[src/rtl/sorted_insertion_list_unit_macros.svh]
// Assertion macros used by the sorted insertion list sequencer.
`ifndef SORTED_INSERTION_LIST_UNIT_MACROS_SVH
`define SORTED_INSERTION_LIST_UNIT_MACROS_SVH

// Checks that the consequent holds in the same cycle as the antecedent.
`define SIL_ASSERT_SAME(label, clk, rst_n, ante, cons) \
    label: assert property (@(posedge clk) disable iff (!rst_n) (ante) |-> (cons)) \
        else $error("sorted insertion list: same-cycle check failed");

// Checks that the consequent holds in the cycle after the antecedent.
`define SIL_ASSERT_NEXT(label, clk, rst_n, ante, cons) \
    label: assert property (@(posedge clk) disable iff (!rst_n) (ante) |=> (cons)) \
        else $error("sorted insertion list: next-cycle check failed");

`endif

[src/rtl/sil_pkg.sv]
// Package with types and constants of the sorted insertion list.
`default_nettype none

package sil_pkg;

    localparam int DATA_W           = 32;
    localparam int CAPACITY_DEFAULT = 16;

    localparam logic KIND_INSERT = 1'b0;
    localparam logic KIND_DUMP   = 1'b1;

    localparam logic [1:0] ST_OK    = 2'd0;
    localparam logic [1:0] ST_FULL  = 2'd1;
    localparam logic [1:0] ST_EMPTY = 2'd2;

    typedef struct packed {
        logic                     kind;
        logic signed [DATA_W-1:0] value;
    } req_t;

    typedef struct packed {
        logic signed [DATA_W-1:0] value_res;
        logic [1:0]               status;
        logic                     last;
    } rsp_t;

endpackage

`default_nettype wire

[src/rtl/sil_store.sv]
// Single-port-read, single-port-write value store with registered read data.
`default_nettype none

module sil_store #(
    parameter int DEPTH = sil_pkg::CAPACITY_DEFAULT,
    parameter int AW    = (DEPTH > 1) ? $clog2(DEPTH) : 1
) (
    input  logic                             clk,
    input  logic                             wr_en,
    input  logic [AW-1:0]                    wr_addr,
    input  logic signed [sil_pkg::DATA_W-1:0] wr_data,
    input  logic                             rd_en,
    input  logic [AW-1:0]                    rd_addr,
    output logic signed [sil_pkg::DATA_W-1:0] rd_data
);

    logic signed [sil_pkg::DATA_W-1:0] mem [DEPTH];

    always_ff @(posedge clk)
    begin
        if (wr_en)
        begin
            mem[wr_addr] <= wr_data;
        end
    end

    always_ff @(posedge clk)
    begin
        if (rd_en)
        begin
            rd_data <= mem[rd_addr];
        end
    end

endmodule

`default_nettype wire

[src/rtl/sil_ctrl.sv]
// Sequencer of the sorted insertion list: compare-and-shift insert and ordered dump.
`default_nettype none

`include "sorted_insertion_list_unit_macros.svh"

module sil_ctrl #(
    parameter int CAPACITY = sil_pkg::CAPACITY_DEFAULT,
    parameter int AW       = (CAPACITY > 1) ? $clog2(CAPACITY) : 1,
    parameter int CW       = $clog2(CAPACITY + 1)
) (
    input  logic                              clk,
    input  logic                              rst_n,
    input  logic                              req_valid,
    output logic                              req_stall,
    input  sil_pkg::req_t                     req,
    output logic                              rsp_valid,
    input  logic                              rsp_stall,
    output sil_pkg::rsp_t                     rsp,
    output logic                              wr_en,
    output logic [AW-1:0]                     wr_addr,
    output logic signed [sil_pkg::DATA_W-1:0] wr_data,
    output logic                              rd_en,
    output logic [AW-1:0]                     rd_addr,
    input  logic signed [sil_pkg::DATA_W-1:0] rd_data
);

    typedef enum logic [2:0] {
        S_IDLE,
        S_INS_CMP,
        S_INS_HEAD,
        S_DUMP,
        S_RESP
    } state_t;

    state_t                            state_reg, state_next;
    logic [CW-1:0]                     count_reg, count_next;
    logic [AW-1:0]                     idx_reg, idx_next;
    logic signed [sil_pkg::DATA_W-1:0] val_reg, val_next;
    logic [1:0]                        status_reg, status_next;
    logic                              rsp_valid_reg, rsp_valid_next;
    sil_pkg::rsp_t                     rsp_reg, rsp_next;

    logic slot_free;
    logic stored_lt;
    logic idx_is_last;
    logic req_fire;

    assign req_stall   = (state_reg != S_IDLE);
    assign req_fire    = req_valid && !req_stall;
    assign rsp_valid   = rsp_valid_reg;
    assign rsp         = rsp_reg;
    assign slot_free   = !rsp_valid_reg || !rsp_stall;
    assign stored_lt   = (rd_data < val_reg);
    assign idx_is_last = ((CW'(idx_reg) + CW'(1)) == count_reg);

    always_comb
    begin
        state_next     = state_reg;
        count_next     = count_reg;
        idx_next       = idx_reg;
        val_next       = val_reg;
        status_next    = status_reg;
        rsp_valid_next = rsp_valid_reg && rsp_stall;
        rsp_next       = rsp_reg;
        wr_en          = 1'b0;
        wr_addr        = idx_reg + AW'(1);
        wr_data        = val_reg;
        rd_en          = 1'b0;
        rd_addr        = idx_reg;

        unique case (state_reg)
            S_IDLE:
            begin
                if (req_fire)
                begin
                    val_next = req.value;
                    if (req.kind == sil_pkg::KIND_INSERT)
                    begin
                        if (count_reg == CW'(CAPACITY))
                        begin
                            status_next = sil_pkg::ST_FULL;
                            state_next  = S_RESP;
                        end
                        else if (count_reg == '0)
                        begin
                            wr_en       = 1'b1;
                            wr_addr     = '0;
                            wr_data     = req.value;
                            count_next  = count_reg + CW'(1);
                            status_next = sil_pkg::ST_OK;
                            state_next  = S_RESP;
                        end
                        else
                        begin
                            rd_en      = 1'b1;
                            rd_addr    = AW'(count_reg - CW'(1));
                            idx_next   = AW'(count_reg - CW'(1));
                            state_next = S_INS_CMP;
                        end
                    end
                    else
                    begin
                        if (count_reg == '0)
                        begin
                            status_next = sil_pkg::ST_EMPTY;
                            state_next  = S_RESP;
                        end
                        else
                        begin
                            rd_en      = 1'b1;
                            rd_addr    = '0;
                            idx_next   = '0;
                            state_next = S_DUMP;
                        end
                    end
                end
            end

            S_INS_CMP:
            begin
                wr_en = 1'b1;
                if (stored_lt)
                begin
                    wr_data     = val_reg;
                    count_next  = count_reg + CW'(1);
                    status_next = sil_pkg::ST_OK;
                    state_next  = S_RESP;
                end
                else
                begin
                    wr_data = rd_data;
                    if (idx_reg == '0)
                    begin
                        state_next = S_INS_HEAD;
                    end
                    else
                    begin
                        rd_en    = 1'b1;
                        rd_addr  = idx_reg - AW'(1);
                        idx_next = idx_reg - AW'(1);
                    end
                end
            end

            S_INS_HEAD:
            begin
                wr_en       = 1'b1;
                wr_addr     = '0;
                wr_data     = val_reg;
                count_next  = count_reg + CW'(1);
                status_next = sil_pkg::ST_OK;
                state_next  = S_RESP;
            end

            S_DUMP:
            begin
                if (slot_free)
                begin
                    rsp_valid_next     = 1'b1;
                    rsp_next.value_res = rd_data;
                    rsp_next.status    = sil_pkg::ST_OK;
                    rsp_next.last      = idx_is_last;
                    if (idx_is_last)
                    begin
                        state_next = S_IDLE;
                    end
                    else
                    begin
                        rd_en    = 1'b1;
                        rd_addr  = idx_reg + AW'(1);
                        idx_next = idx_reg + AW'(1);
                    end
                end
            end

            S_RESP:
            begin
                if (slot_free)
                begin
                    rsp_valid_next     = 1'b1;
                    rsp_next.value_res = '0;
                    rsp_next.status    = status_reg;
                    rsp_next.last      = 1'b1;
                    state_next         = S_IDLE;
                end
            end

            default:
            begin
                state_next = S_IDLE;
            end
        endcase
    end

    always_ff @(posedge clk or negedge rst_n)
    begin
        if (!rst_n)
        begin
            state_reg     <= S_IDLE;
            count_reg     <= '0;
            rsp_valid_reg <= 1'b0;
        end
        else
        begin
            state_reg     <= state_next;
            count_reg     <= count_next;
            rsp_valid_reg <= rsp_valid_next;
        end
    end

    always_ff @(posedge clk)
    begin
        idx_reg    <= idx_next;
        val_reg    <= val_next;
        status_reg <= status_next;
        rsp_reg    <= rsp_next;
    end

    `SIL_ASSERT_SAME(a_count_bound, clk, rst_n, 1'b1, count_reg <= CW'(CAPACITY))
    `SIL_ASSERT_NEXT(a_busy_after_accept, clk, rst_n, req_fire, req_stall)
    `SIL_ASSERT_NEXT(a_dump_keeps_count, clk, rst_n, state_reg == S_DUMP, $stable(count_reg))
    `SIL_ASSERT_SAME(a_write_in_range, clk, rst_n, wr_en, CW'(wr_addr) <= count_reg)

endmodule

`default_nettype wire

[src/rtl/sorted_insertion_list_unit.sv]
// Top level of the sorted insertion list: sequencer and value store.
// An insert into an empty store, an insert into a full store and a dump of an empty store
// each answer with a single result after the transfer cycle. Any other insert compares
// the stored values with the new one, one at a time from the last one down through the
// store's single read port, and moves each one not less than the new one up an entry;
// it ends when it finds a smaller value or writes the head entry, and then gives its status
// result. A dump delivers one value per cycle when the result side does not stall. The
// next request is taken only after the last result of the current one is in the output
// register.
`default_nettype none

module sorted_insertion_list_unit #(
    parameter int CAPACITY = sil_pkg::CAPACITY_DEFAULT
) (
    input  logic          clk,
    input  logic          rst_n,
    input  logic          req_valid,
    output logic          req_stall,
    input  sil_pkg::req_t req,
    output logic          rsp_valid,
    input  logic          rsp_stall,
    output sil_pkg::rsp_t rsp
);

    localparam int AW = (CAPACITY > 1) ? $clog2(CAPACITY) : 1;
    localparam int CW = $clog2(CAPACITY + 1);

    logic                              wr_en;
    logic [AW-1:0]                     wr_addr;
    logic signed [sil_pkg::DATA_W-1:0] wr_data;
    logic                              rd_en;
    logic [AW-1:0]                     rd_addr;
    logic signed [sil_pkg::DATA_W-1:0] rd_data;

    sil_ctrl #(
        .CAPACITY (CAPACITY),
        .AW       (AW),
        .CW       (CW)
    ) u_ctrl (
        .clk       (clk),
        .rst_n     (rst_n),
        .req_valid (req_valid),
        .req_stall (req_stall),
        .req       (req),
        .rsp_valid (rsp_valid),
        .rsp_stall (rsp_stall),
        .rsp       (rsp),
        .wr_en     (wr_en),
        .wr_addr   (wr_addr),
        .wr_data   (wr_data),
        .rd_en     (rd_en),
        .rd_addr   (rd_addr),
        .rd_data   (rd_data)
    );

    sil_store #(
        .DEPTH (CAPACITY),
        .AW    (AW)
    ) u_store (
        .clk     (clk),
        .wr_en   (wr_en),
        .wr_addr (wr_addr),
        .wr_data (wr_data),
        .rd_en   (rd_en),
        .rd_addr (rd_addr),
        .rd_data (rd_data)
    );

endmodule

`default_nettype wire

[config.mk]
export PLATFORM = sky130hd
export DESIGN_NAME = sorted_insertion_list_unit
export DESIGN_NICKNAME = d
export VERILOG_FILES = /design/src/rtl/sil_pkg.sv /design/src/rtl/sil_store.sv /design/src/rtl/sil_ctrl.sv /design/src/rtl/sorted_insertion_list_unit.sv
export VERILOG_INCLUDE_DIRS = /design/src /design/src/rtl
export SDC_FILE = /design/constraint.sdc
export NUM_CORES = 1
export LEC_CHECK = 0
export BUFFER_PORTS_ARGS = -buffer_cell sky130_fd_sc_hd__buf_2
export CAP_MARGIN = 30
export CORE_ASPECT_RATIO = 0.8
export CORE_MARGIN = 8
export CORE_UTILIZATION = 50
export DETAILED_ROUTE_END_ITERATION = 10
export PLACE_DENSITY = 0.63
export SYNTH_ARGS = -nofsm -noshare
export SYNTH_HDL_FRONTEND = slang
export SYNTH_SLANG_ARGS = --single-unit
[constraint.sdc]
create_clock -name clk -period 13.4 [get_ports clk]
set_clock_uncertainty 0.15 [all_clocks]
set_input_delay 1.34 -clock clk [delete_from_list [all_inputs] [get_ports clk]]
set_output_delay 1.34 -clock clk [all_outputs]
set_load 0.01 [all_outputs]
==> qor.yml, run 1 <==
detailed_place_hpwl_um: 37500
startpoint_type: "register"
die_x_um: 271
clock_sinks: 626
yosysTopAreaCellShare: 0.706
clk_latency_ns: 0.61
crit_slowest_cell: "a211oi_1"
yosysSeqAreaShare: 0.718
track_usage: 0.213
vias_per_cell: 6.28
route.antenna.remaining_nets: 0
wire_per_inst_um: 26.8
postPlaceCellArea_um2: 27300
fillers: 3979
critPathArrivalTime_ns: 6.50
grt_max_degree: 120
seqCellArea_um2: 18700
core_area_um2: 52000
rsz0062_at_grt: "no"
max-vdd-ir-drop_v: 0.000326
yosys.cell_types.count: 72
rr_worst_depth: 14
synth_edf_count: 613
cts_buffers: 60
worstReg2RegStart: "u_ctrl.idx_reg[0]$_DFF_P_"
htree_levels: 2
critPathCaptureType: "register"
port_buffers: 73
syn_area_per_cell_um2: 16.2
critical-path-max-stage-delay_ns: 0.86
hold_class: "register to register"
worst_pin_slew_ns: 1.04
postCtsSetupRepairBufs: 0
fp.dieH_um: 220
hold_depth: 1
r2r_slack_ns: 7.15
grt-ovfl-total: 0
max_freq_mhz: 160
hold-path-endpoint: "u_ctrl.rsp[1]$_SDFFCE_PP0P_"
worstReg2RegEnd: "u_store.rd_data[21]$_DFFE_PP_"
ioPinCount: 74
drcViolationCount: 0
die_area_um2: 59700
areaGrowthSynthToFinish_pct: 12.0
cts_tree: "yes"
syn_inst: 1607
p_leak_nw: 10.1
synth_nets: 1680
cpMostUsedCell: "buf_4"
grt_antenna_before_repair: 2
relSlewSlack: 0.307
drv_slew: 0
clk_pin_slew_ns: 0.07
multiInputGateArea_um2: 6640
yosys-top-cells-area: "edfxtp_1 (71%), mux4_2 (5.5%), ha_1 (1.7%)"
antennaDiodeCount: 0
fin_area_um2: 29200
min_period_ns: 6.25
hold_start: "u_ctrl.status_reg[0]$_SDFFCE_PP0P_"
async_reset_ff_frac: 0.0144
synth-seq-cells: 626
grt_pass1_wl_um: 95800
synth_top_area_cell: "edfxtp_1"
vias: 15100
hold_violations: 0
crit_fanout: 65
globalplace.congestion: 0.891
drt_iter0_markers: 1880
finalCritPeriodShare: 0.466
crit_path_cell_trace: "inv_1 -> ha_1 -> xor2_1 -> a2111oi_4 -> a211oi_1 -> a221oi_1 -> nand4_1 -> buf_4 -> nand3_2 -> buf_4 -> o21ai_4 -> buf_4 -> o22ai_1 -> a211oi_1"
cp.required_ns: 13.65
cts_root_buf: "clkbuf_16"
p_per_area_nw_per_um2: 284
tns_ns: 0
wl_um: 64500
ys_dominant_reg_cell: "edfxtp_1"
cts.repair.resized: 0
hold_buffers: 0
netlist_area_um2: 26100
fin_nets: 1743
initial_core_util: 0.501
rows: 75
status: "finished, final reports clean"
largest_reg_flops: 512
grt_pass1_vias: 14700
finalSetupViolCount: 0
cap_violations: 0
drive_gt1_frac: 0.178
cts_buffer_depth: 3
dr.pass1.iters: 6
synth_warnings: 0
critical_path_class: "register to register"
## cell families after synthesis
logic type                 synth area share
AOI/OAI and AO/OA                    0.0970
xor gates and xnor gates            0.00562
adders and majority gates            0.0173
buffers and inverters                0.0352
DFF                                   0.718
muxes                                0.0684
and+or+nand+nor                      0.0584
## cell usage in the layout, fill, tap and decap left out, drive strengths merged, types with 47 or more instances in the layout
cell / synthesis / routed
mux4: 64 / 64
nand2: 61 / 61
inv: 107 / 108
o21ai: 47 / 47
clkbuf: 72 / 75
a21oi: 54 / 54
nand3: 72 / 72
edfxtp: 613 / 613
buf: 38 / 111
## metal layers
layer | share of wire | GRT usage | vias to the layer above
met5 | 0 | 0 | -
met4 | 0.021 | 0.0582 | 0
met2 | 0.43 | 0.315 | 725
li1 | - | - | 6554
met3 | 0.098 | 0.0481 | 101
met1 | 0.45 | 0.318 | 7745
## worst max path at each step
| stage | depth (start not counted) | to | start | slack (ns) |
|---|---|---|---|---|
| global placement | 14 | u_store.rd_data[22]$_DFFE_PP_ | req_valid | 7.52 |
| global route | 14 | u_store.rd_data[21]$_DFFE_PP_ | u_ctrl.idx_reg[0]$_DFF_P_ | 6.86 |
| CTS | 14 | u_store.rd_data[21]$_DFFE_PP_ | u_ctrl.idx_reg[0]$_DFF_P_ | 7.34 |
| floorplan | 6 | u_store.mem[4][0]$_DFFE_PP_ | req_valid | 8.41 |
| detailed placement | 14 | u_store.rd_data[21]$_DFFE_PP_ | u_ctrl.idx_reg[0]$_DFF_P_ | 7.33 |
| finish | 14 | u_store.rd_data[21]$_DFFE_PP_ | u_ctrl.idx_reg[0]$_DFF_P_ | 7.15 |
## cells in the mapped netlist, drive strengths merged (4+ instances only)
| master | number |
|---|---|
| edfxtp | 613 |
| inv | 107 |
| clkbuf | 72 |
| nand3 | 72 |
| mux4 | 64 |
| nand2 | 61 |
| a21oi | 54 |
| o21ai | 47 |
| buf | 38 |
| and2 | 36 |
| ha | 36 |
| a211oi | 34 |
| a31oi | 34 |
| nor2 | 34 |
| mux2i | 33 |
| o211a | 33 |
| a32o | 32 |
| and4 | 32 |
| o22ai | 32 |
| a222oi | 31 |
| nand4 | 14 |
| xnor2 | 11 |
| dfrtp | 9 |
| nor3 | 9 |
| a21o | 5 |
| nand2b | 5 |
| dfxtp | 4 |
## worst max-delay path, delay by kind of cell, from the launching register on
family | cells | cell delay [ns]
buf+inv | 4 | 1.75
compound gates | 6 | 2.16
simple gates | 2 | 0.34
xor+xnor | 1 | 0.26
fa+ha+maj | 1 | 0.55
flops | 1 | 0.74
## layout make-up
type	instances	area share
Multi-Input combinational cell	764	0.227
Sequential cell	626	0.641
Clock inverter	32	0.00806
Clock buffer	75	0.0555
Inverter	107	0.0138
Timing Repair Buffer	111	0.0243
Tap cell	693	0.0297
## metrics by stage
step / hold WS (ns) / setup WS (ns) / instances / utilization / power (mW)
2_1_floorplan: 0.378 / 8.41 / 1607 / - / 5.56
3_3_place_gp: 0.384 / 7.52 / 2298 / 0.524 / 6.58
3_5_place_dp: 0.395 / 7.33 / 2301 / 0.526 / 6.68
4_1_cts: 0.395 / 7.34 / 2408 / 0.561 / 8.30
5_1_grt: 0.419 / 6.86 / 2408 / 0.561 / 8.69
6_report: 0.408 / 7.15 / 2408 / 0.561 / 8.28
## where the power goes
part / internal (mW) / switching (mW) / total [mW] / leakage, nW
combinational: 1.35 / 2.34 / 3.69 / 3.47
clock: 0.907 / 0.713 / 1.62 / 0.910
sequential: 2.77 / 0.200 / 2.97 / 5.71
total: 5.03 / 3.25 / 8.28 / 10.1
(Power assumes the default switching activity.)
==> inputs of run 2 (changes only) <==
Settings changed: ABC_AREA set to 1, PLACE_DENSITY 0.63 to 0.66.
Clock period 13.4 ns to 5.2 ns, I/O delays scaled along.
==> run 2 against run 1 <==
Compared with the run above:
- design area rose by 5.5%
- synthesized cell count rose by 46%
- core utilization rose by 1.4 points
- die area rose by 3.2%
- global-route usage rose by 2.1 points
- final cell count rose by 33%
- hold slack got worse by 0.35 ns
- worst setup slack got worse by 6.4 ns
- fmax rose by 42%
- critical endpoint is now u_store.mem[11][23]$_DFFE_PP_
==> qor.yml, run 2 <==
min_period_ns: 4.41
fin_ws_ns: 0.786
largest_reg_flops: 512
pre_cts_ws_ns: 1.01
final_common_cell: "nand3_1"
die_area_um2: 61600
wire_per_inst_um: 22.7
rows: 76
wl_um: 72700
grt-ovfl-total: 0
hold_start: "req[21]"
clk_pin_slew_ns: 0.06
grt_pass1_wl_um: 111000
synth_commonest_cells: "nand3_1 (654), edfxtp_1 (613), nand2_1 (493), inv_1 (113), nor2_1 (91)"
grt_pass1_vias: 18500
port_buffers: 73
globalplace.congestion: 0.879
cts_buffer_depth: 3
r2r_slack_ns: 0.79
synth_edf_count: 613
hold_depth: 1
fin_area_um2: 30800
yosysTopAreaCellShare: 0.683
drive_gt1_frac: 0.111
startpoint_type: "register"
netlist_area_um2: 27000
vias: 19000
max_freq_mhz: 227
cts_tree: "yes"
fp.dieH_um: 224
yosys-top-cells-area: "edfxtp_1 (68%), nand3_1 (12%), nand2_1 (6.9%)"
detailed_place_hpwl_um: 39200
cp.required_ns: 5.41
drt_iter0_markers: 2289
route.antenna.remaining_nets: 0
finalCritPeriodShare: 0.849
rsz0062_at_grt: "no"
yosys.cell_types.count: 36
initial_core_util: 0.503
postCtsSetupRepairBufs: 0
htree_levels: 2
synthMostInstantiatedCell: "nand3_1"
hold_class: "input pin to register"
worstReg2RegEnd: "u_store.mem[11][23]$_DFFE_PP_"
finalSetupViolCount: 0
grt_max_degree: 143
critical_path_class: "register to register"
syn_area_per_cell_um2: 11.5
areaGrowthSynthToFinish_pct: 14.2
relSlewSlack: 0.322
grt_antenna_before_repair: 0
worst_pin_slew_ns: 1.01
hold-path-endpoint: "u_ctrl.val_reg[21]$_DFFE_PP_"
synth_top_area_cell: "edfxtp_1"
track_usage: 0.234
drv_slew: 0
synth_warnings: 0
dr.pass1.iters: 7
worstReg2RegStart: "u_store.rd_data[17]$_DFFE_PP_"
cap_violations: 0
crit_fanout: 17
cts_root_buf: "clkbuf_16"
fin_nets: 2522
startpoint: "u_store.rd_data[17]$_DFFE_PP_"
rr_worst_depth: 14
antennaDiodeCount: 0
synth-seq-cells: 626
vias_per_cell: 5.94
yosysSeqAreaShare: 0.694
critPathArrivalTime_ns: 4.62
ys_dominant_reg_cell: "edfxtp_1"
final_util: 0.575
die_x_um: 276
async_reset_ff_frac: 0.0144
final_cell_mix: "nand3_1 (654), edfxtp_1 (613), nand2_1 (490), inv_1 (113), nor2_1 (76)"
syn_inst: 2351
status: "finished, final reports clean"
clock_sinks: 626
critPathCaptureType: "register"
ioPinCount: 74
synth_nets: 2424
drcViolationCount: 0
postPlaceCellArea_um2: 28500
tns_ns: 0
core_area_um2: 53500
hold_violations: 0
cts_buffers: 59
clk_latency_ns: 0.63
## run 2: cell types whose count changed after synthesis, sizes merged, moves of 32 or more
cell | before | now
a211oi | 34 | 0
mux2i | 33 | 0
and4 | 32 | 0
mux4 | 64 | 0
o211a | 33 | 0
buf | 38 | 89
a32o | 32 | 0
nand2 | 61 | 495
nor2 | 34 | 93
and2 | 36 | 0
nand3 | 72 | 657
## run 2: logic make-up after synthesis
group / Yosys count / synth area share
buf+inv: 269 / 0.0436
flops: 626 / 0.694
simple gates: 1263 / 0.209
compound gates: 146 / 0.0330
fa+ha+maj: 36 / 0.0167
xor+xnor: 11 / 0.00357
## run 2: area by class of cell
type                    instances  area, µm²
fillers                      4336      22700
repair buffers                187       1520
clock buffers                  73       1580
multi-input cells            1456       7280
clock inverters                38        368
well taps                     702        878
inverters                     119        449
flip-flops and latches        626      18700
## run 2: how the worst max path moves through the flow
stage | endpoint | cells after the start
2_1_floorplan | u_store.mem[4][0]$_DFFE_PP_ | 10
3_3_place_gp | u_store.rd_data[13]$_DFFE_PP_ | 20
3_5_place_dp | u_store.rd_data[23]$_DFFE_PP_ | 19
4_1_cts | u_store.rd_data[23]$_DFFE_PP_ | 19
5_1_grt | u_store.rd_data[11]$_DFFE_PP_ | 19
6_report | u_store.mem[11][23]$_DFFE_PP_ | 14
## run 2: repair_timing
action | in CTS | in global routing
gates resized for setup | 0 | 0
hold endpoints to repair | 40 | 0
hold buffers | 32 | 0
## run 2: per-layer routing
| layer | wire [µm] | global-route usage | vias to the layer above | share of wire |
|---|---|---|---|---|
| met5 | 0 | 0 | - | 0 |
| met4 | 1440 | 0.0601 | 0 | 0.020 |
| met3 | 7360 | 0.0464 | 106 | 0.10 |
| met2 | 32400 | 0.358 | 927 | 0.45 |
| met1 | 31500 | 0.341 | 9343 | 0.43 |
| li1 | - | - | 8642 | - |
## run 2: critical path, stage by stage (launching register included)
cell and delay, ns:
edfxtp_1 0.41, ha_1 0.46, a21oi_1 0.09, o21ai_0 0.63, nand2_1 0.13, a21oi_1 0.27, nor2_1 0.11, nand2_1 0.14
nand2_1 0.11, nand2_1 0.16, nor2_1 0.13, inv_1 0.59, buf_12 0.25, o221ai_1 0.22, buf_4 0.26
## run 2: stage by stage
stage,cells,hold WS [ns]
final,3201,0.0628
after global routing,3201,0.0167
after CTS,3201,0.0148
after detailed placement,3058,0.236
after floorplan,2351,0.0744
after global placement,3056,0.233
Power of run 2 is left out: the tool's default activity adds up to more than one toggle a clock period on the data nets, which glitch-free logic cannot reach.
